==> src/design/scfs_pkg.sv <==
// Shared types and constants of the serial command frame slave.
package scfs_pkg;

    typedef enum logic [2:0] {
        KIND_NOTHING  = 3'd0,
        KIND_SERVO1   = 3'd1,
        KIND_SERVO2   = 3'd2,
        KIND_SPEED    = 3'd3,
        KIND_MOVE     = 3'd4,
        KIND_REPLY    = 3'd5,
        KIND_CHECKSUM = 3'd6,
        KIND_FRAMING  = 3'd7
    } kind_t;

    localparam logic [1:0] CFG_OWN_ADDRESS    = 2'd0;
    localparam logic [1:0] CFG_SERVO_ONE_BASE = 2'd1;
    localparam logic [1:0] CFG_SERVO_TWO_BASE = 2'd2;

    localparam logic [7:0] START_BYTE = 8'hFF;

    localparam logic [2:0] REPLY_LAST_BEAT = 3'd6;

    // One decoded item: a single result, or a reply frame sent over seven beats
    typedef struct packed {
        kind_t       kind;
        logic [15:0] value;
        logic [7:0]  move_dir;
        logic        reply;
        logic [7:0]  addr;
        logic [7:0]  cmd;
        logic [7:0]  data_hi;
        logic [7:0]  data_lo;
        logic [7:0]  sum;
    } desc_t;

endpackage

==> src/design/scfs_channels.sv <==
// Handshake channel interfaces for received bytes and results.
interface scfs_rx_if;
    logic        valid;
    logic        ready;
    logic [7:0]  rx_byte;
    logic [15:0] steps_left;
    logic [7:0]  dir_now;

    modport source (output valid, rx_byte, steps_left, dir_now, input ready);
    modport sink   (input valid, rx_byte, steps_left, dir_now, output ready);
endinterface

interface scfs_res_if;
    logic        valid;
    logic        ready;
    logic [2:0]  kind;
    logic [15:0] value;
    logic [7:0]  move_dir;
    logic        last;

    modport source (output valid, kind, value, move_dir, last, input ready);
    modport sink   (input valid, kind, value, move_dir, last, output ready);
endinterface

==> src/design/scfs_decode.sv <==
// Frame receiver state and command decode, one byte per advance.
module scfs_decode
    import scfs_pkg::*;
(
    input  logic        clk,
    input  logic        rst_n,
    input  logic        advance,
    input  logic [7:0]  rx_byte,
    input  logic [15:0] steps_left,
    input  logic [7:0]  dir_now,
    input  logic [7:0]  own_address,
    input  logic [15:0] servo_one_base,
    input  logic [15:0] servo_two_base,
    output desc_t       desc
);

    localparam logic [7:0] CMD_SERVO1_SET   = 8'h1C;
    localparam logic [7:0] CMD_SERVO2_SET   = 8'hBC;
    localparam logic [7:0] CMD_SPEED_SET    = 8'h5C;
    localparam logic [7:0] CMD_MOVE         = 8'h9C;
    localparam logic [7:0] CMD_DIR_SET      = 8'h7C;
    localparam logic [7:0] CMD_SERVO1_QUERY = 8'h1F;
    localparam logic [7:0] CMD_SERVO2_QUERY = 8'hBF;
    localparam logic [7:0] CMD_SPEED_QUERY  = 8'h5F;
    localparam logic [7:0] CMD_STEPS_QUERY  = 8'h9F;
    localparam logic [7:0] CMD_DIR_QUERY    = 8'h7F;

    localparam logic [7:0] RSP_SERVO1 = 8'h17;
    localparam logic [7:0] RSP_SERVO2 = 8'hB7;
    localparam logic [7:0] RSP_SPEED  = 8'h57;
    localparam logic [7:0] RSP_STEPS  = 8'h97;
    localparam logic [7:0] RSP_DIR    = 8'h77;

    // round(speed * 65535 / 14), half up, truncated to 16 bits
    localparam logic [15:0] SPEED_REPLY [16] = '{
        16'd0,     16'd4681,  16'd9362,  16'd14043,
        16'd18724, 16'd23405, 16'd28086, 16'd32768,
        16'd37449, 16'd42130, 16'd46811, 16'd51492,
        16'd56173, 16'd60854, 16'd65535, 16'd4680
    };

    // floor(100 * a / 9) by reciprocal, exact for 8-bit a
    function automatic logic [15:0] servo_offset(input logic [7:0] a);
        logic [27:0] p;
        p = {20'd0, a} * 28'd728178;
        return {4'd0, p[27:16]};
    endfunction

    // floor(v * 14 / 65535)
    function automatic logic [3:0] speed_from(input logic [15:0] v);
        logic [19:0] x;
        logic [19:0] t;
        x = {4'd0, v} * 20'd14;
        t = x + {16'd0, x[19:16]} + 20'd1;
        return t[19:16];
    endfunction

    logic [2:0]  pos_reg,      pos_next;
    logic        in_frame_reg, in_frame_next;
    logic        addr_ok_reg,  addr_ok_next;
    logic [7:0]  cmd_hi_reg,   cmd_hi_next;
    logic [7:0]  cmd_lo_reg,   cmd_lo_next;
    logic [7:0]  data_hi_reg,  data_hi_next;
    logic [7:0]  data_lo_reg,  data_lo_next;
    logic [7:0]  angle1_reg,   angle1_next;
    logic [7:0]  angle2_reg,   angle2_next;
    logic [3:0]  speed_reg,    speed_next;
    logic [7:0]  dir_reg,      dir_next;
    logic [7:0]  frame_sum;
    logic [15:0] data_word;

    always_comb
    begin
        pos_next      = pos_reg;
        in_frame_next = in_frame_reg;
        addr_ok_next  = addr_ok_reg;
        cmd_hi_next   = cmd_hi_reg;
        cmd_lo_next   = cmd_lo_reg;
        data_hi_next  = data_hi_reg;
        data_lo_next  = data_lo_reg;
        angle1_next   = angle1_reg;
        angle2_next   = angle2_reg;
        speed_next    = speed_reg;
        dir_next      = dir_reg;
        data_word     = {data_hi_reg, data_lo_reg};
        frame_sum     = cmd_hi_reg + cmd_lo_reg + data_hi_reg + data_lo_reg + own_address;

        desc          = '0;
        desc.kind     = KIND_NOTHING;
        desc.addr     = own_address;

        if (!in_frame_reg || pos_reg == 3'd0 || pos_reg == 3'd7)
        begin
            if (rx_byte == START_BYTE)
            begin
                in_frame_next = 1'b1;
                addr_ok_next  = 1'b0;
                pos_next      = 3'd1;
            end
            else
            begin
                in_frame_next = 1'b0;
                addr_ok_next  = 1'b0;
                pos_next      = 3'd0;
                desc.kind     = KIND_FRAMING;
            end
        end
        else if (pos_reg == 3'd1)
        begin
            addr_ok_next = (rx_byte == own_address);
            pos_next     = 3'd2;
        end
        else if (!addr_ok_reg)
        begin
            if (pos_reg == 3'd6)
            begin
                in_frame_next = 1'b0;
                pos_next      = 3'd0;
            end
            else
            begin
                pos_next = pos_reg + 3'd1;
            end
        end
        else
        begin
            case (pos_reg)
                3'd2:    cmd_hi_next  = rx_byte;
                3'd3:    cmd_lo_next  = rx_byte;
                3'd4:    data_hi_next = rx_byte;
                3'd5:    data_lo_next = rx_byte;
                default: ;
            endcase
            if (pos_reg != 3'd6)
            begin
                pos_next = pos_reg + 3'd1;
            end
            else
            begin
                in_frame_next = 1'b0;
                addr_ok_next  = 1'b0;
                pos_next      = 3'd0;
                if (frame_sum != rx_byte)
                begin
                    desc.kind = KIND_CHECKSUM;
                end
                else
                begin
                    case (cmd_lo_reg)
                        CMD_SERVO1_SET:
                        begin
                            angle1_next = data_lo_reg;
                            desc.kind   = KIND_SERVO1;
                            desc.value  = servo_one_base + servo_offset(data_lo_reg);
                        end
                        CMD_SERVO2_SET:
                        begin
                            angle2_next = data_lo_reg;
                            desc.kind   = KIND_SERVO2;
                            desc.value  = servo_two_base + servo_offset(data_lo_reg);
                        end
                        CMD_SPEED_SET:
                        begin
                            speed_next = speed_from(data_word);
                            desc.kind  = KIND_SPEED;
                            desc.value = {12'd0, speed_next};
                        end
                        CMD_MOVE:
                        begin
                            desc.kind     = KIND_MOVE;
                            desc.value    = data_word;
                            desc.move_dir = dir_reg;
                        end
                        CMD_DIR_SET:
                        begin
                            dir_next      = data_lo_reg;
                            desc.kind     = KIND_MOVE;
                            desc.move_dir = data_lo_reg;
                        end
                        CMD_SERVO1_QUERY:
                        begin
                            desc.reply   = 1'b1;
                            desc.cmd     = RSP_SERVO1;
                            desc.data_lo = angle1_reg;
                        end
                        CMD_SERVO2_QUERY:
                        begin
                            desc.reply   = 1'b1;
                            desc.cmd     = RSP_SERVO2;
                            desc.data_lo = angle2_reg;
                        end
                        CMD_SPEED_QUERY:
                        begin
                            desc.reply   = 1'b1;
                            desc.cmd     = RSP_SPEED;
                            desc.data_hi = SPEED_REPLY[speed_reg][15:8];
                            desc.data_lo = SPEED_REPLY[speed_reg][7:0];
                        end
                        CMD_STEPS_QUERY:
                        begin
                            desc.reply   = 1'b1;
                            desc.cmd     = RSP_STEPS;
                            desc.data_hi = steps_left[15:8];
                            desc.data_lo = steps_left[7:0];
                        end
                        CMD_DIR_QUERY:
                        begin
                            dir_next     = dir_now;
                            desc.reply   = 1'b1;
                            desc.cmd     = RSP_DIR;
                            desc.data_lo = dir_now;
                        end
                        default: ;
                    endcase
                end
            end
        end

        if (desc.reply)
        begin
            desc.kind = KIND_REPLY;
        end
        desc.sum = own_address + desc.cmd + desc.data_hi + desc.data_lo;
    end

    always_ff @(posedge clk or negedge rst_n)
    begin
        if (!rst_n)
        begin
            pos_reg      <= '0;
            in_frame_reg <= 1'b0;
            addr_ok_reg  <= 1'b0;
            cmd_hi_reg   <= '0;
            cmd_lo_reg   <= '0;
            data_hi_reg  <= '0;
            data_lo_reg  <= '0;
            angle1_reg   <= '0;
            angle2_reg   <= '0;
            speed_reg    <= '0;
            dir_reg      <= '0;
        end
        else if (advance)
        begin
            pos_reg      <= pos_next;
            in_frame_reg <= in_frame_next;
            addr_ok_reg  <= addr_ok_next;
            cmd_hi_reg   <= cmd_hi_next;
            cmd_lo_reg   <= cmd_lo_next;
            data_hi_reg  <= data_hi_next;
            data_lo_reg  <= data_lo_next;
            angle1_reg   <= angle1_next;
            angle2_reg   <= angle2_next;
            speed_reg    <= speed_next;
            dir_reg      <= dir_next;
        end
    end

    assert property (@(posedge clk) disable iff (!rst_n)
        advance && pos_reg == 3'd6 && in_frame_reg |=> !in_frame_reg && pos_reg == 3'd0)
        else $error("frame did not close after its seventh byte");

    assert property (@(posedge clk) disable iff (!rst_n)
        in_frame_reg |-> pos_reg != 3'd0 && pos_reg != 3'd7)
        else $error("byte position out of frame range");

    assert property (@(posedge clk) disable iff (!rst_n)
        speed_reg <= 4'd14)
        else $error("stepper speed above fourteen");

endmodule

==> src/design/serial_command_frame_slave.sv <==
// Top level of the serial command frame slave: input stage, decode, result serialiser.
//
//  channel  dir  handshake      payload
//  rx       in   valid/ready    rx_byte[7:0], steps_left[15:0], dir_now[7:0]
//  res      out  valid/ready    kind[2:0], value[15:0], move_dir[7:0], last
//  cfg      in   cfg_we         cfg_index[1:0], cfg_data[15:0]
//
// Data path: input register, decode, result register.
// One byte per cycle while results are taken; a reply frame holds the
// result register for seven beats, one byte per beat.
// Reset clears the frame receiver, the stored angles, speed and direction.
// Either side may stall at any time; the input register holds one byte
// while a result waits, and the input then stalls.
module serial_command_frame_slave
    import scfs_pkg::*;
(
    input  logic        clk,
    input  logic        rst_n,
    input  logic        cfg_we,
    input  logic [1:0]  cfg_index,
    input  logic [15:0] cfg_data,
    scfs_rx_if.sink     rx,
    scfs_res_if.source  res
);

    logic [7:0]  own_address_reg;
    logic [15:0] servo_one_base_reg;
    logic [15:0] servo_two_base_reg;

    logic        a_valid_reg;
    logic [7:0]  a_byte_reg;
    logic [15:0] a_steps_reg;
    logic [7:0]  a_dir_reg;

    logic        desc_valid_reg;
    desc_t       desc_reg;
    logic [2:0]  beat_reg;

    desc_t       desc_next;
    logic        out_final;
    logic        desc_free;
    logic        advance;
    logic        rx_take;
    logic [7:0]  reply_byte;

    always_ff @(posedge clk or negedge rst_n)
    begin
        if (!rst_n)
        begin
            own_address_reg    <= 8'd1;
            servo_one_base_reg <= 16'd350;
            servo_two_base_reg <= 16'd300;
        end
        else if (cfg_we)
        begin
            case (cfg_index)
                CFG_OWN_ADDRESS:    own_address_reg    <= cfg_data[7:0];
                CFG_SERVO_ONE_BASE: servo_one_base_reg <= cfg_data;
                CFG_SERVO_TWO_BASE: servo_two_base_reg <= cfg_data;
                default: ;
            endcase
        end
    end

    assign out_final = !desc_reg.reply || beat_reg == REPLY_LAST_BEAT;
    assign desc_free = !desc_valid_reg || (res.ready && out_final);
    assign advance   = a_valid_reg && desc_free;
    assign rx.ready  = !a_valid_reg || advance;
    assign rx_take   = rx.valid && rx.ready;

    scfs_decode u_decode (
        .clk            (clk),
        .rst_n          (rst_n),
        .advance        (advance),
        .rx_byte        (a_byte_reg),
        .steps_left     (a_steps_reg),
        .dir_now        (a_dir_reg),
        .own_address    (own_address_reg),
        .servo_one_base (servo_one_base_reg),
        .servo_two_base (servo_two_base_reg),
        .desc           (desc_next)
    );

    always_ff @(posedge clk or negedge rst_n)
    begin
        if (!rst_n)
        begin
            a_valid_reg    <= 1'b0;
            desc_valid_reg <= 1'b0;
            beat_reg       <= '0;
        end
        else
        begin
            if (rx_take)
            begin
                a_valid_reg <= 1'b1;
            end
            else if (advance)
            begin
                a_valid_reg <= 1'b0;
            end

            if (advance)
            begin
                desc_valid_reg <= 1'b1;
                beat_reg       <= '0;
            end
            else if (desc_valid_reg && res.ready)
            begin
                if (out_final)
                begin
                    desc_valid_reg <= 1'b0;
                end
                else
                begin
                    beat_reg <= beat_reg + 3'd1;
                end
            end
        end
    end

    always_ff @(posedge clk)
    begin
        if (rx_take)
        begin
            a_byte_reg  <= rx.rx_byte;
            a_steps_reg <= rx.steps_left;
            a_dir_reg   <= rx.dir_now;
        end
        if (advance)
        begin
            desc_reg <= desc_next;
        end
    end

    always_comb
    begin
        case (beat_reg)
            3'd0:    reply_byte = START_BYTE;
            3'd1:    reply_byte = desc_reg.addr;
            3'd2:    reply_byte = 8'h00;
            3'd3:    reply_byte = desc_reg.cmd;
            3'd4:    reply_byte = desc_reg.data_hi;
            3'd5:    reply_byte = desc_reg.data_lo;
            default: reply_byte = desc_reg.sum;
        endcase
    end

    assign res.valid    = desc_valid_reg;
    assign res.kind     = desc_reg.kind;
    assign res.value    = desc_reg.reply ? {8'd0, reply_byte} : desc_reg.value;
    assign res.move_dir = desc_reg.move_dir;
    assign res.last     = out_final;

    assert property (@(posedge clk) disable iff (!rst_n)
        desc_valid_reg && !desc_reg.reply |-> beat_reg == 3'd0)
        else $error("beat count moved on a single result");

    assert property (@(posedge clk) disable iff (!rst_n)
        desc_valid_reg && desc_reg.reply && res.ready && beat_reg != REPLY_LAST_BEAT
        |=> desc_valid_reg && beat_reg == $past(beat_reg) + 3'd1)
        else $error("reply frame beat skipped or dropped");

    assert property (@(posedge clk) disable iff (!rst_n)
        desc_valid_reg && res.ready && out_final && !advance |=> !desc_valid_reg)
        else $error("result repeated after its last beat");

    assert property (@(posedge clk) disable iff (!rst_n)
        !a_valid_reg |-> rx.ready)
        else $error("input stage empty but not ready");

endmodule
==> src/flat_wrapper.sv <==
// flat-port wrapper written by rule: the top's interface ports become plain ports
module serial_command_frame_slave_flat import scfs_pkg::*;
  (clk, rst_n, cfg_we, cfg_index, cfg_data, rx_valid, rx_rx_byte, rx_steps_left, rx_dir_now, rx_ready, res_valid, res_kind, res_value, res_move_dir, res_last, res_ready);
  scfs_rx_if rx_i ();
  scfs_res_if res_i ();
  input  logic clk;
  input  logic rst_n;
  input  logic cfg_we;
  input  logic [1:0] cfg_index;
  input  logic [15:0] cfg_data;
  input wire logic [$bits(rx_i.valid)-1:0] rx_valid;
  input wire logic [$bits(rx_i.rx_byte)-1:0] rx_rx_byte;
  input wire logic [$bits(rx_i.steps_left)-1:0] rx_steps_left;
  input wire logic [$bits(rx_i.dir_now)-1:0] rx_dir_now;
  output wire logic [$bits(rx_i.ready)-1:0] rx_ready;
  output wire logic [$bits(res_i.valid)-1:0] res_valid;
  output wire logic [$bits(res_i.kind)-1:0] res_kind;
  output wire logic [$bits(res_i.value)-1:0] res_value;
  output wire logic [$bits(res_i.move_dir)-1:0] res_move_dir;
  output wire logic [$bits(res_i.last)-1:0] res_last;
  input wire logic [$bits(res_i.ready)-1:0] res_ready;
  assign rx_i.valid = rx_valid;
  assign rx_i.rx_byte = rx_rx_byte;
  assign rx_i.steps_left = rx_steps_left;
  assign rx_i.dir_now = rx_dir_now;
  assign rx_ready = rx_i.ready;
  assign res_valid = res_i.valid;
  assign res_kind = res_i.kind;
  assign res_value = res_i.value;
  assign res_move_dir = res_i.move_dir;
  assign res_last = res_i.last;
  assign res_i.ready = res_ready;
  serial_command_frame_slave u_core (.clk(clk), .rst_n(rst_n), .cfg_we(cfg_we), .cfg_index(cfg_index), .cfg_data(cfg_data), .rx(rx_i), .res(res_i));
endmodule
==> config.mk <==
export PLATFORM = sky130hd
export DESIGN_NAME = serial_command_frame_slave_flat
export DESIGN_NICKNAME = d
export VERILOG_FILES = /design/src/design/scfs_pkg.sv /design/src/design/scfs_channels.sv /design/src/design/scfs_decode.sv /design/src/design/serial_command_frame_slave.sv /design/src/flat_wrapper.sv
export SDC_FILE = /design/constraint.sdc
export NUM_CORES = 1
export LEC_CHECK = 0
export BUFFER_PORTS_ARGS = -buffer_cell sky130_fd_sc_hd__buf_2
export CAP_MARGIN = 20
export CORE_MARGIN = 8
export CORE_UTILIZATION = 45
export DETAILED_ROUTE_END_ITERATION = 16
export PLACE_DENSITY = 0.58
export SETUP_SLACK_MARGIN = 0.02
export SLEW_MARGIN = 20
export SYNTH_ARGS = -nofsm -noshare
export SYNTH_HDL_FRONTEND = slang
export SYNTH_SLANG_ARGS = --single-unit
==> constraint.sdc <==
create_clock -name clk -period 22.8 [get_ports clk]
set_clock_uncertainty 0.1 [all_clocks]
set_input_delay 2.28 -clock clk [delete_from_list [all_inputs] [get_ports clk]]
set_output_delay 2.28 -clock clk [all_outputs]
set_load 0.05 [all_outputs]
-- Yosys cells after proc, flatten, opt, wreduce, memory -nomap -nowiden
Memories as Yosys holds them, arrays and structs flattened.
Index checks and enable logic that the tools add are counted.
- bits in registers: 210
- bits in read-only memories: 256
- bits of input ports: 55
- output and inout bits: 30
- logic and storage cells: 171
- memories kept: 1
- $add $sub $neg: 13
- multipliers: 2
- order comparisons: 1
- equal/unequal tests: 32
- mux-type cells: 49
- bitwise logic cells: 6
- reduce and logical (&&, ||, !) cells: 38
- memories (name ; depth ; bits a word ; rd ports ; clocked after memory_dff ; wr ports ; line ; source):
    (name not given) ; 16 ; 16 ; 1 ; 0 ; 0 ; scfs_decode.sv:197 ; desc.data_lo = SPEED_REPLY[speed_reg][7:0];
- operators by type and width (kind ; number):
    two-way mux 24 bit ; 5
    two-way mux 28 bit ; 3
    one-hot mux 8 bit (5 select lines) ; 2
    one-hot mux 16 bit (4 select lines) ; 1
    adder 8 bit ; 7
    two-way mux 16 bit ; 3
    one-hot mux 8 bit (2 select lines) ; 3
    one-hot mux 8 bit (6 select lines) ; 1
    == test 8 bit (second input constant) ; 5
    two-way mux 3 bit ; 11
    adder 16 x 12 -> 16 bit ; 2
    == test 8 x 7 -> 1 bit (second input constant) ; 4
    AND reduction 7 bit ; 4
    multiplier 8 x 19 -> 27 bit (second input constant) ; 1
    two-way mux 25 bit ; 1
    == test 3 bit (second input constant) ; 7
    adder 20 x 1 -> 20 bit (second input constant) ; 1
    adder 20 x 4 -> 20 bit ; 1
    AND reduction 5 bit ; 4
    multiplier 16 x 3 -> 19 bit (second input constant) ; 1
    two-way mux 1 bit ; 18
    == test 8 x 5 -> 1 bit (second input constant) ; 2
    == test 3 x 2 -> 1 bit (second input constant) ; 4
    one-hot mux 3 bit (4 select lines) ; 1
    other kinds (22) ; 49

-- Logic depth before layout (Yosys ltp)
Gate-level depths: netlist of the first run.
- word-level depth: 13
- depth in mapped cells: 32
- mapped depth without buffers: 30

-- Hierarchy
Synthesis of the first run repeated with hierarchy kept, for this count alone.
- cells, all modules: 1322
- area, all modules: 14631.5 um^2
- by module, submodules not included (module ; instances ; cells each ; area each (um^2) ; seq. area each (um^2)):
    scfs_decode ; 1 ; 1033 ; 9265.1 ; 1626.6
    serial_command_frame_slave ; 1 ; 289 ; 5366.4 ; 4142.7

-- Worst setup path after synthesis of the first run
OpenSTA, ideal clock, no wires.
- kind: flip-flop to flip-flop
- start point: register u_core.u_decode.cmd_lo_reg[6]
- end point: register u_core.desc_reg[7] in the netlist's numbering (data pin)
- library setup time: 0.258 ns
- arrival: 6.898 ns
- data required time: 22.442 ns
- slack: 15.544 ns
- cell stages (with the launch flop): 32
- buffers on the path: 3
- period minus slack after synthesis: 7.256 ns
- path through: dfrtp_1 -> clkbuf_1 -> inv_1 -> fa_1 -> inv_1 -> fa_1 -> inv_1 -> fa_1 -> inv_1 -> ha_1 -> a21o_1 -> a31oi_1 -> xnor2_1 -> nand3_1 -> or2_1 -> or3_1 -> buf_2 -> buf_6 -> a41oi_1 -> fa_1 -> fa_1 -> ha_1 -> inv_1 -> fa_1 -> inv_1 -> a21oi_1 -> o21bai_1 -> a21o_1 -> a21oi_1 -> xnor2_1 -> xnor2_1 -> xnor2_1
- RTL lines (what ; line ; source):
    start: declaration ; scfs_decode.sv:62 ; logic [7:0] cmd_lo_reg, cmd_lo_next;
    start signal: assignment ; scfs_decode.sv:248 ; cmd_lo_reg <= cmd_lo_next;
    end signal: assignment ; serial_command_frame_slave.sv:132 ; desc_reg <= desc_next;
    end: declaration ; serial_command_frame_slave.sv:36 ; desc_t desc_reg;

==> out/summary.md, run 1 <==
### Timing
• **unrepaired setup endpoints after global routing** no
• **final-report hold violation count** 0
• **maximum clock frequency** 0.124 GHz
• **setup slack of the critical path after layout** 14.74 ns
• **final number of max-transition violations** 0
• **max_slew headroom** 0.307
• **final number of setup-violating endpoints** 0
• **worst slew pin tran** 1.04 ns
• **crit share post-route** 0.353
• **final-layout setup total negative slack** 0 ns
• **shortest clock period the worst path allows after layout** 8.06 ns

### Placement
• **half-perimeter wire length after detailed placement** 28,400 um
• **input/output buffers** 84
• **dpl ws** 14.74 ns
• **last weighted congestion value of the routability-driven placer** 0.872

### Floorplanning
• **Ports** 85
• **full die area** 0.0372 mm2
• **standard-cell rows** 64
• **core region area** 0.0307 mm2
• **Die Wd** 193 um
• **die height** 193 um
• **effective utilization at floorplan** 0.459

### Power and ir drop
• **combinational share of power** 0.134
• **maximum ir drop on the vdd rail** 0.0554 mV
• **power share of the clock group** 0.394
• **part of the total power dissipated in sequential elements** 0.473
• **Internal Pwr Total** 696 uW
• **Pwr per Cell Area** 60.5 mW/mm2
• **leakage component of the power** 0.00723 uW
• **net switching share of the total power** 0.263
• **power dissipated by switching net loads** 249 uW

### Synthesis
• **Warnings, synthesis** 0
• **number of distinct library cells after synthesis** 80
• **library cell with the highest instance count after synthesis** sky130_fd_sc_hd__ha_1
• **prevailing post-synth register cell** sky130_fd_sc_hd__dfrtp_1
• **flops & latches, synth** 206
• **mean cell area of the mapped netlist** 11.3 um2
• **number of enable flip-flop cells after synthesis** 96
• **post-synthesis instance area** 0.0141 mm2
• **synth top area cells** sky130_fd_sc_hd__edfxtp_1, sky130_fd_sc_hd__dfrtp_1, sky130_fd_sc_hd__ha_1
• **Commonest cells post-synth** sky130_fd_sc_hd__ha_1, sky130_fd_sc_hd__inv_1, sky130_fd_sc_hd__mux2_2
• **share of synthesized area occupied by flip-flops and latches** 0.401
• **syn nets** 1,498
• **top-area cell type share of the netlist area** 0.205
• **library cell occupying the most area in the post-synthesis netlist** sky130_fd_sc_hd__edfxtp_1
• **share of async-settable or async-resettable flops after synthesis** 0.534
• **Mapped Cells** 1,249

### Critical path
• **Crit Reg-Reg Endpoint** u_core.desc_reg[7]
• **critical path depth** 28
• **family with the most delay on the worst path** adder cells
• **kind of end point of the critical path** register
• **arrival time at the worst endpoint** 8.20 ns
• **biggest fanout along the worst timing path** 30
• **CP Class** reg -> reg
• **Worst path max stage delay** 0.66 ns
• **crit path from** u_core.u_decode.data_hi_reg[1]
• **count of buffer and inverter cells on the critical path** 4
• **Worst Reg-to-Reg Cells** 28
• **reg-to-reg setup timing slack** 14.74 ns
• **Reg2Reg Launch Point** u_core.u_decode.data_hi_reg[1]
• **critical path required time** 22.94 ns
• **startpoint type of the worst setup path** register
• **master of the slowest instance on the critical path** sky130_fd_sc_hd__or3_1
• **cell occurring most often along the worst timing path** sky130_fd_sc_hd__fa_1
• **termination of the worst setup path** u_core.desc_reg[7]

### Routing
• **number of iterations in the first detailed-routing pass** 5
• **number of nets with antenna violations after detailed routing** 0
• **drt total wl** 37,000 um
• **routed length per placed instance** 21.3 um
• **via count** 9,774
• **drt initial violations** 751
• **number of remaining DRC errors** 0
• **vias per cell** 5.63

### Clocking
• **number of buffers added for setup after CTS** 0
• **count of clock tree sinks** 206
• **TritonCTS clock tree** yes
• **Post-CTS Hold Buffers** 0
• **clock input transition at the sequential cells of the worst setup and hold paths** 0.06 ns
• **Clock Root Buffer** sky130_fd_sc_hd__clkbuf_16
• **number of gates resized after CTS** 0
• **Clock Latency Late Sink** 0.51 ns
• **maximum number of buffers from clock root to sink** 3
• **count of H-tree levels built during CTS** 1
• **number of buffers added by the clock tree synthesis step** 23

### Final layout
• **total number of nets in the final design** 1,572
• **multi-input combinational cell area** 0.00779 mm2
• **filler instances** 2,774
• **P&R area growth vs syn** 11.0%
• **number of flip-flops in the largest register** 53
• **sequential standard cell area** 0.00565 mm2
• **number of diodes** 0
• **share of final-layout standard cells stronger than drive strength 1** 0.203

### Run status
• **outcome** finished, final reports clean

### Global routing
• **antenna violations before repair** 0
• **aggregate global routing overflow** 0
• **overall track demand over capacity in global routing** 0.201
• **wire length of the first global-routing pass** 57,300 um
• **largest net degree at the start of global routing** 64
• **via count of the first global-routing pass** 9,721

### Run
• **number of maximum-capacitance constraint violations** 0

### Hold path
• **class of the worst hold path** reg -> reg

==> kinds of logic (layout without fill, tap and decap cells) <==
kind of cell | after synthesis | after routing | synth area share
DFF | 206 | 206 | 0.401
adders and majority gates | 194 | 194 | 0.211
AOI/OAI and AO/OA | 239 | 239 | 0.116
and+or+nand+nor | 277 | 277 | 0.0958
buffers and inverters | 155 | 245 | 0.0452
muxes | 111 | 111 | 0.0884
xor gates and xnor gates | 67 | 67 | 0.0427
==> routing by layer <==
layer  share of wire  vias up  GRT usage
met5               0        -          0
met4           0.014        0     0.0323
met3           0.057       32     0.0314
met2            0.45      243      0.318
met1            0.47     4900      0.291
li1                -     4599          -
==> placed cells by master (no fill, tap or decap), types with 7 or more instances in the layout <==
master / netlist / layout
sky130_fd_sc_hd__a222oi_1: 7 / 7
sky130_fd_sc_hd__o21ai_0: 49 / 49
sky130_fd_sc_hd__nor2_1: 68 / 68
sky130_fd_sc_hd__nand3_1: 19 / 19
sky130_fd_sc_hd__inv_1: 106 / 105
sky130_fd_sc_hd__o21bai_1: 9 / 9
sky130_fd_sc_hd__nand2b_1: 9 / 9
sky130_fd_sc_hd__xnor2_1: 50 / 50
sky130_fd_sc_hd__mux2_2: 106 / 106
sky130_fd_sc_hd__nor2b_1: 15 / 15
sky130_fd_sc_hd__fa_1: 72 / 72
sky130_fd_sc_hd__edfxtp_1: 96 / 96
sky130_fd_sc_hd__a21oi_1: 54 / 54
sky130_fd_sc_hd__nand4_1: 8 / 8
sky130_fd_sc_hd__clkbuf_16: 0 / 23
sky130_fd_sc_hd__ha_1: 122 / 122
sky130_fd_sc_hd__buf_2: 4 / 83
sky130_fd_sc_hd__xor2_1: 16 / 16
sky130_fd_sc_hd__a21o_1: 15 / 15
sky130_fd_sc_hd__buf_4: 11 / 15
sky130_fd_sc_hd__dfstp_2: 11 / 11
sky130_fd_sc_hd__dfrtp_1: 99 / 99
sky130_fd_sc_hd__nor3_1: 17 / 17
sky130_fd_sc_hd__o21a_1: 14 / 14
sky130_fd_sc_hd__a22oi_1: 26 / 26
sky130_fd_sc_hd__nand2_1: 97 / 97
==> power by group through the flow <==
stage	registers (uW)	clock network, uW	logic (uW)
detailed placement	454	0	127
global route	450	395	139
global placement	453	0	126
CTS	447	380	128
finish	447	372	126
floorplan	441	0	93.5
==> final cells by class <==
| cell class | instances | share of cell area |
|---|---|---|
| Inverter | 106 | 0.0255 |
| Timing Repair Buffer | 98 | 0.0338 |
| Sequential cell | 206 | 0.362 |
| Clock inverter | 8 | 0.00609 |
| Tap cell | 396 | 0.0317 |
| Clock buffer | 33 | 0.0425 |
| Multi-Input combinational cell | 888 | 0.499 |
==> how the worst min path moves through the flow <==
stage                                  startpoint  cells after the start                             to
floorplan            u_core.u_decode.in_frame_reg                      2   u_core.u_decode.in_frame_reg
global placement    u_core.u_decode.angle2_reg[4]                      1  u_core.u_decode.angle2_reg[4]
detailed placement  u_core.u_decode.angle2_reg[2]                      1  u_core.u_decode.angle2_reg[2]
CTS                 u_core.u_decode.angle2_reg[2]                      1  u_core.u_decode.angle2_reg[2]
global route        u_core.u_decode.angle2_reg[3]                      1  u_core.u_decode.angle2_reg[3]
finish              u_core.u_decode.angle2_reg[0]                      1  u_core.u_decode.angle2_reg[0]
==> worst reg2reg max path: cells and delay by family, from the launching register on <==
kind / cells / cell delay, ns
xor gates and xnor gates: 4 / 0.58
DFF: 1 / 0.53
AOI/OAI and AO/OA: 7 / 1.23
and+or+nand+nor: 4 / 1.21
buffers and inverters: 4 / 0.44
adders and majority gates: 9 / 3.72
==> stage by stage <==
stage                     cell area, um2  hold slack [ns]  total power (uW)  std cells   util
after floorplan                    14100            0.361               535       1249      -
after global placement             14900            0.384               579       1694  0.485
after detailed placement           14900            0.392               581       1694  0.485
after CTS                          15600            0.405               954       1735  0.509
after global routing               15600            0.413               983       1735  0.509
final                              15600            0.400               945       1735  0.509
Note: power is estimated with default switching activity, not from simulation.
==> run 2, diff against run 1 <==
clock period = 8.1 ns   (was 22.8 ns; I/O delays follow)
==> run 2 against run 1 <==
Register-to-register slack worse by 14 ns. First-iteration DRC count is 1.9% lower. Sequential power grew to 2.8 times the previous value. Hold slack worse by 0.22 ns. Clock power grew to 2.8 times the previous value. Sequential cell count stayed put. Critical endpoint unchanged.
==> out/summary.md, run 2 (synthesis gave the netlist of run 1 again) <==
### Routing
• **wire length on met2** 16,700 um, -0.87%
• **sum of met3 wire segment lengths after detailed routing** 2440 um, +15%
• **number of nets with antenna violations after detailed routing** 0, unchanged
• **vias per cell** 5.63, -0.11%
• **Top Layer Used** met4
• **number of iterations in the first detailed-routing pass** 6, +1
• **detailed-routing wirelength on met1** 17,300 um, -1.5%
• **number of remaining DRC errors** 0, unchanged
• **drt initial violations** 737, -1.9%
• **via count** 9,791, +0.17%
• **drt total wl** 37,000 um, about the same
• **routed length per placed instance** 21.3 um, -0.37%

### Clocking
• **Post-CTS Hold Buffers** 0, unchanged
• **clock input transition at the sequential cells of the worst setup and hold paths** 0.07 ns, about the same
• **TritonCTS clock tree** yes
• **count of H-tree levels built during CTS** 1, unchanged
• **number of buffers added by the clock tree synthesis step** 23, unchanged
• **count of clock tree sinks** 206, unchanged
• **Clock Root Buffer** sky130_fd_sc_hd__clkbuf_16
• **Clock Latency Late Sink** 0.51 ns, about the same
• **maximum number of buffers from clock root to sink** 3, unchanged

### Final layout
• **leading cell type in the layout, fill and taps excluded** sky130_fd_sc_hd__ha_1
• **final core area utilization** 0.511, +0.00143
• **share of final-layout standard cells stronger than drive strength 1** 0.208, +0.00520
• **leading cell types in the layout, fill and taps excluded** sky130_fd_sc_hd__ha_1, sky130_fd_sc_hd__mux2_2, sky130_fd_sc_hd__inv_1
• **final instance count without filler cells** 1,740, +0.29%
• **total number of nets in the final design** 1,577, +0.32%
• **cell area after layout** 0.0157 mm2, +0.28%
• **number of flip-flops in the largest register** 53, unchanged
• **P&R area growth vs syn** 11.3%
• **number of diodes** 0, unchanged
• **filler instances** 2,776, +0.072%

### Global routing
• **largest net degree at the start of global routing** 73, +14%
• **via count of the first global-routing pass** 9,917, +2.0%
• **aggregate global routing overflow** 0, unchanged
• **antenna violations before repair** 0, unchanged
• **wire length of the first global-routing pass** 57,800 um, +0.90%
• **overall track demand over capacity in global routing** 0.203, +0.00191

### Timing
• **worst slew pin tran** 1.00 ns, -0.0344 ns
• **final number of max-transition violations** 0, unchanged
• **final-report hold violation count** 0, unchanged
• **shortest clock period the worst path allows after layout** 7.57 ns, -0.492 ns
• **final-layout setup total negative slack** 0 ns, unchanged
• **final number of setup-violating endpoints** 0, unchanged
• **max_slew headroom** 0.330, +0.0229
• **maximum clock frequency** 0.132 GHz, +6.5%
• **crit share post-route** 0.934, +0.581
• **unrepaired setup endpoints after global routing** no

### Power and ir drop
• **maximum ir drop on the vdd rail** 0.127 mV, +130%
• **leakage component of the power** 0.00726 uW, +0.37%
• **Pwr per Cell Area** 169 mW/mm2, +180%
• **Final Total Pwr** 2650 uW, +180%

### Run
• **number of maximum-capacitance constraint violations** 0, unchanged

### Floorplanning
• **full die area** 0.0372 mm2, unchanged
• **effective utilization at floorplan** 0.459, unchanged
• **standard-cell rows** 64, unchanged
• **Die Wd** 193 um, unchanged
• **Ports** 85, unchanged
• **die height** 193 um, unchanged
• **core region area** 0.0307 mm2, unchanged

### Placement
• **area post-placement** 0.0149 mm2, +0.29%
• **last weighted congestion value of the routability-driven placer** 0.881, +1.1%
• **number of instances in the placed design** 1,699, +0.30%
• **input/output buffers** 84, unchanged
• **half-perimeter wire length after detailed placement** 28,600 um, +0.81%

### Critical path
• **startpoint type of the worst setup path** register
• **kind of end point of the critical path** register
• **biggest fanout along the worst timing path** 12, -60%
• **critical path required time** 8.25 ns, -14.69 ns
• **CP Class** reg -> reg
• **arrival time at the worst endpoint** 7.72 ns, -0.48 ns

### Hold path
• **class of the worst hold path** in -> async

### Run status
• **outcome** finished, final reports clean

run 2: path summary, 6_finish.rpt:
path / depth (start not counted) / start / to / slack, ns
worst min-delay path: 1 / rst_n / u_core.u_decode.cmd_hi_reg[4] / 0.18
worst max register to register: 27 / u_core.u_decode.data_hi_reg[1] / u_core.desc_reg[7] / 0.53
min in group clk: 1 / rx_steps_left[4] / u_core.a_steps_reg[4] / 0.38
max in group asynchronous: 2 / rst_n / u_core.u_decode.dir_reg[3] / 6.36
worst max-delay path: 27 / u_core.u_decode.data_hi_reg[1] / u_core.desc_reg[7] / 0.53
worst min register to register: 1 / u_core.u_decode.angle2_reg[4] / u_core.u_decode.angle2_reg[4] / 0.40
run 2: routing by layer:
metal  vias to the layer above  global-route usage
met4                         0              0.0361
met1                      4823               0.294
li1                       4612                   -
met2                       315               0.317
met3                        41              0.0358
met5                         -                   0
run 2: worst max-delay path, stage by stage, from the launching register on:
cell and delay [ns]:
sky130_fd_sc_hd__dfrtp_2 0.48, sky130_fd_sc_hd__fa_1 0.48, sky130_fd_sc_hd__fa_1 0.52, sky130_fd_sc_hd__fa_1 0.55, sky130_fd_sc_hd__ha_1 0.18, sky130_fd_sc_hd__inv_1 0.06
sky130_fd_sc_hd__fa_1 0.39, sky130_fd_sc_hd__nand2b_1 0.16, sky130_fd_sc_hd__a21oi_1 0.22, sky130_fd_sc_hd__a31oi_1 0.14, sky130_fd_sc_hd__xnor2_1 0.16, sky130_fd_sc_hd__nand3_1 0.14
sky130_fd_sc_hd__or2_1 0.26, sky130_fd_sc_hd__or3_1 0.59, sky130_fd_sc_hd__a41oi_2 0.31, sky130_fd_sc_hd__fa_1 0.46, sky130_fd_sc_hd__fa_1 0.55, sky130_fd_sc_hd__ha_1 0.17
sky130_fd_sc_hd__inv_1 0.06, sky130_fd_sc_hd__fa_1 0.41, sky130_fd_sc_hd__inv_1 0.07, sky130_fd_sc_hd__a21oi_1 0.05, sky130_fd_sc_hd__o21bai_1 0.18, sky130_fd_sc_hd__a21o_1 0.14
sky130_fd_sc_hd__a21oi_1 0.07, sky130_fd_sc_hd__xnor2_1 0.19, sky130_fd_sc_hd__xnor2_1 0.15, sky130_fd_sc_hd__xnor2_1 0.08
run 2: metrics by stage:
step           hold WS (ns)  setup slack, ns
2_1_floorplan         0.361            0.844
3_3_place_gp          0.383            0.530
3_5_place_dp          0.390            0.373
4_1_cts               0.187            0.337
5_1_grt               0.218           0.0474
6_report              0.181            0.533
run 2: layout make-up:
class	instances	area [um2]	area share
inverters	106	398	0.0254
repair buffers	103	566	0.0361
multi-input cells	888	7810	0.498
clock buffers	34	688	0.0439
clock inverters	7	61.3	0.00391
flip-flops and latches	206	5650	0.361
well taps	396	495	0.0316
run 2: repair_timing:
action / in CTS / in global routing
buffers inserted: 0 / 0
endpoints found under the setup margin: 0 / 1
resized for setup: 0 / 2
run 2: power breakdown:
part / leakage (uW) / switching, uW / total, uW / internal, uW
Sequential: 0.00232 / 67.1 / 1260 / 1190
Combinational: 0.00457 / 219 / 358 / 138
Clock: 0.000374 / 415 / 1030 / 619
Total: 0.00726 / 701 / 2650 / 1950
==> run 3, diff against run 2 <==
--- a/config.mk
+++ b/config.mk
@@ -8,8 +8,8 @@
 export BUFFER_PORTS_ARGS = -buffer_cell sky130_fd_sc_hd__buf_2
 export CAP_MARGIN = 20
-export CORE_MARGIN = 8
-export CORE_UTILIZATION = 45
+export CORE_MARGIN = 2
+export CORE_UTILIZATION = 54
 export DETAILED_ROUTE_END_ITERATION = 16
-export PLACE_DENSITY = 0.58
+export PLACE_DENSITY = 0.68
 export SETUP_SLACK_MARGIN = 0.02
 export SLEW_MARGIN = 20
==> constraint.sdc (replaced) <==
create_clock -name clk -period 8.1 [get_ports clk]
set_clock_uncertainty 0.1 [all_clocks]
set_input_delay 0 -clock clk [delete_from_list [all_inputs] [get_ports clk]]
set_output_delay 0 -clock clk [all_outputs]
set_load 0.05 [all_outputs]
==> run 3 against run 2 <==
Critical path type unchanged. Utilization up 12 points. Routed wire length decreased by 3.0%. Global-route usage up 6.8 points.
==> out/summary.md, run 3 (synthesis gave the netlist of run 1 again) <==
### Global routing
• **via count of the first global-routing pass** 10,200, +2.4%
• **aggregate global routing overflow** 0, unchanged
• **antenna violations before repair** 0, unchanged
• **largest net degree at the start of global routing** 81, +11%
• **overall track demand over capacity in global routing** 0.271, +0.0679
• **wire length of the first global-routing pass** 55,800 um, -3.6%

### Floorplanning
• **full die area** 0.0274 mm2, -26%
• **effective utilization at floorplan** 0.545, +0.0858
• **die height** 165 um, -14%
• **Ports** 85, unchanged
• **standard-cell rows** 59, -7.8%
• **Die Wd** 165 um, -14%
• **core region area** 0.0258 mm2, -16%

### Critical path
• **cell occurring most often along the worst timing path** sky130_fd_sc_hd__fa_1
• **Reg2Reg Launch Point** u_core.u_decode.data_hi_reg[1]
• **arrival time at the worst endpoint** 7.71 ns, about the same
• **Crit Reg-Reg Endpoint** u_core.desc_reg[7]
• **critical path required time** 8.25 ns, about the same
• **Worst path max stage delay** 0.56 ns, -0.03 ns
• **reg-to-reg setup timing slack** 0.55 ns, +0.02 ns
• **master of the slowest instance on the critical path** sky130_fd_sc_hd__fa_1
• **Worst Reg-to-Reg Cells** 28, +3.7%
• **startpoint type of the worst setup path** register
• **biggest fanout along the worst timing path** 8, -4
• **kind of end point of the critical path** register
• **CP Class** reg -> reg

### Timing
• **unrepaired setup endpoints after global routing** no
• **max_slew headroom** 0.335, +0.00433
• **crit share post-route** 0.932, -0.00190
• **final-report hold violation count** 0, unchanged
• **shortest clock period the worst path allows after layout** 7.55 ns, -0.0154 ns
• **maximum clock frequency** 0.132 GHz, +0.20%
• **final number of setup-violating endpoints** 0, unchanged
• **worst slew pin tran** 0.998 ns, -0.00650 ns
• **final-layout setup total negative slack** 0 ns, unchanged
• **final number of max-transition violations** 0, unchanged

### Routing
• **vias per cell** 5.81, +3.3%
• **drt total wl** 35,900 um, -3.0%
• **routed length per placed instance** 20.7 um, -2.7%
• **number of nets with antenna violations after detailed routing** 0, unchanged
• **number of remaining DRC errors** 0, unchanged
• **via count** 10,100, +3.0%
• **number of iterations in the first detailed-routing pass** 5, -1
• **drt initial violations** 783, +6.2%

### Final layout
• **share of final-layout standard cells stronger than drive strength 1** 0.202, -0.00633
• **leading cell type in the layout, fill and taps excluded** sky130_fd_sc_hd__ha_1
• **P&R area growth vs syn** 14.9%
• **multi-input combinational cell area** 0.00780 mm2, about the same
• **leading cell types in the layout, fill and taps excluded** sky130_fd_sc_hd__ha_1, sky130_fd_sc_hd__mux2_2, sky130_fd_sc_hd__inv_1
• **number of diodes** 0, unchanged
• **total number of nets in the final design** 1,634, +3.6%
• **filler instances** 2,114, -24%
• **sequential standard cell area** 0.00565 mm2, about the same
• **number of flip-flops in the largest register** 53, unchanged

### Clocking
• **Clock Root Buffer** sky130_fd_sc_hd__clkbuf_16
• **count of H-tree levels built during CTS** 1, unchanged
• **count of clock tree sinks** 206, unchanged
• **Clock Latency Late Sink** 0.51 ns, about the same
• **number of buffers added by the clock tree synthesis step** 23, unchanged
• **TritonCTS clock tree** yes
• **clock input transition at the sequential cells of the worst setup and hold paths** 0.06 ns, about the same
• **maximum number of buffers from clock root to sink** 3, unchanged

### Power and ir drop
• **Final Total Pwr** 2670 uW, +0.71%
• **power share of the clock group** 0.387, -0.003
• **power dissipated by switching net loads** 714 uW, +1.8%
• **net switching share of the total power** 0.268, +0.00297
• **Internal Pwr Total** 1950 uW, +0.31%
• **part of the total power dissipated in sequential elements** 0.472, -0.003
• **maximum ir drop on the vdd rail** 0.170 mV, +34%
• **Pwr per Cell Area** 165 mW/mm2, -2.4%
• **combinational share of power** 0.141, +0.006
• **leakage component of the power** 0.00749 uW, +3.2%

### Placement
• **input/output buffers** 84, unchanged
• **half-perimeter wire length after detailed placement** 26,500 um, -7.2%
• **last weighted congestion value of the routability-driven placer** 0.922, +4.6%

### Hold path
• **Min-Delay Startpoint** rx_dir_now[2]
• **class of the worst hold path** in -> reg
• **Cells on Worst Hold Path** 2
• **Hold Path End** u_core.a_dir_reg[2]

### Run
• **number of maximum-capacitance constraint violations** 0, unchanged

### Run status
• **outcome** finished, final reports clean

==> run 3: changes by cell type in the layout (fill, tap and decap cells not counted), sizes merged <==
cell	delta
clkinv	+4
clkbuf	-7
bufinv	+1
inv	-1
clkinvlp	+3
dlygate4sd3	+56
buf	+1
==> run 3: cell type report <==
| type | instances | area share |
|---|---|---|
| clock inverters | 14 | 0.00836 |
| inverters | 106 | 0.0246 |
| multi-input cells | 888 | 0.483 |
| clock buffers | 27 | 0.0378 |
| well taps | 335 | 0.0259 |
| repair buffers | 160 | 0.0711 |
| flip-flops and latches | 206 | 0.350 |
==> run 3: worst max-delay path by stage <==
stage	startpoint	to	slack, ns	cells past startpoint
floorplan	u_core.u_decode.cmd_lo_reg[6]	u_core.desc_reg[7]	0.84	31
global placement	u_core.u_decode.data_hi_reg[1]	u_core.desc_reg[7]	0.59	28
detailed placement	u_core.u_decode.data_hi_reg[1]	u_core.desc_reg[7]	0.41	28
CTS	u_core.u_decode.data_hi_reg[1]	u_core.desc_reg[7]	0.40	28
global route	u_core.u_decode.data_hi_reg[1]	u_core.desc_reg[7]	0.11	28
finish	u_core.u_decode.data_hi_reg[1]	u_core.desc_reg[7]	0.55	28
==> run 3: critical path: cells and delay by family (launching register included) <==
family / cells / cell delay [ns]
compound gates: 6 / 0.82
xor+xnor: 4 / 0.59
fa+ha+maj: 9 / 3.73
buf+inv: 5 / 0.53
flops: 1 / 0.48
simple gates: 4 / 1.02
==> run 3: through the flow <==
stage          cells  setup slack [ns]  hold slack [ns]  area [um2]   util
6_report        1736             0.548           0.0964       16200  0.626
5_1_grt         1736             0.108            0.107       16200  0.626
4_1_cts         1736             0.396           0.0836       16200  0.625
3_5_place_dp    1638             0.411           -0.126       14800  0.574
3_3_place_gp    1638             0.586           -0.126       14800  0.574
2_1_floorplan   1249             0.844           -0.396       14100      -
==> run 3: power by group through the flow <==
| stage | clock network [uW] | registers, uW | logic [uW] |
|---|---|---|---|
| 2_1_floorplan | 0 | 1240 | 263 |
| 3_3_place_gp | 0 | 1270 | 348 |
| 3_5_place_dp | 0 | 1280 | 352 |
| 4_1_cts | 1040 | 1260 | 378 |
| 5_1_grt | 1090 | 1260 | 415 |
| 6_report | 1030 | 1260 | 377 |
==> run 3: metal layers <==
layer  up-vias  part of all wire  global-route usage
li1       4720                 -                   -
met1      4990              0.45               0.386
met2       307              0.45               0.428
met3        72             0.058              0.0370
met4         0             0.038              0.0944
met5         -                 0                   0
==> run 3: timing repair <==
action	in CTS	in global routing
gates resized for setup	0	4
hold endpoints to repair	107	0
hold buffers	57	0
endpoints found under the setup margin	0	1
setup buffers	0	0
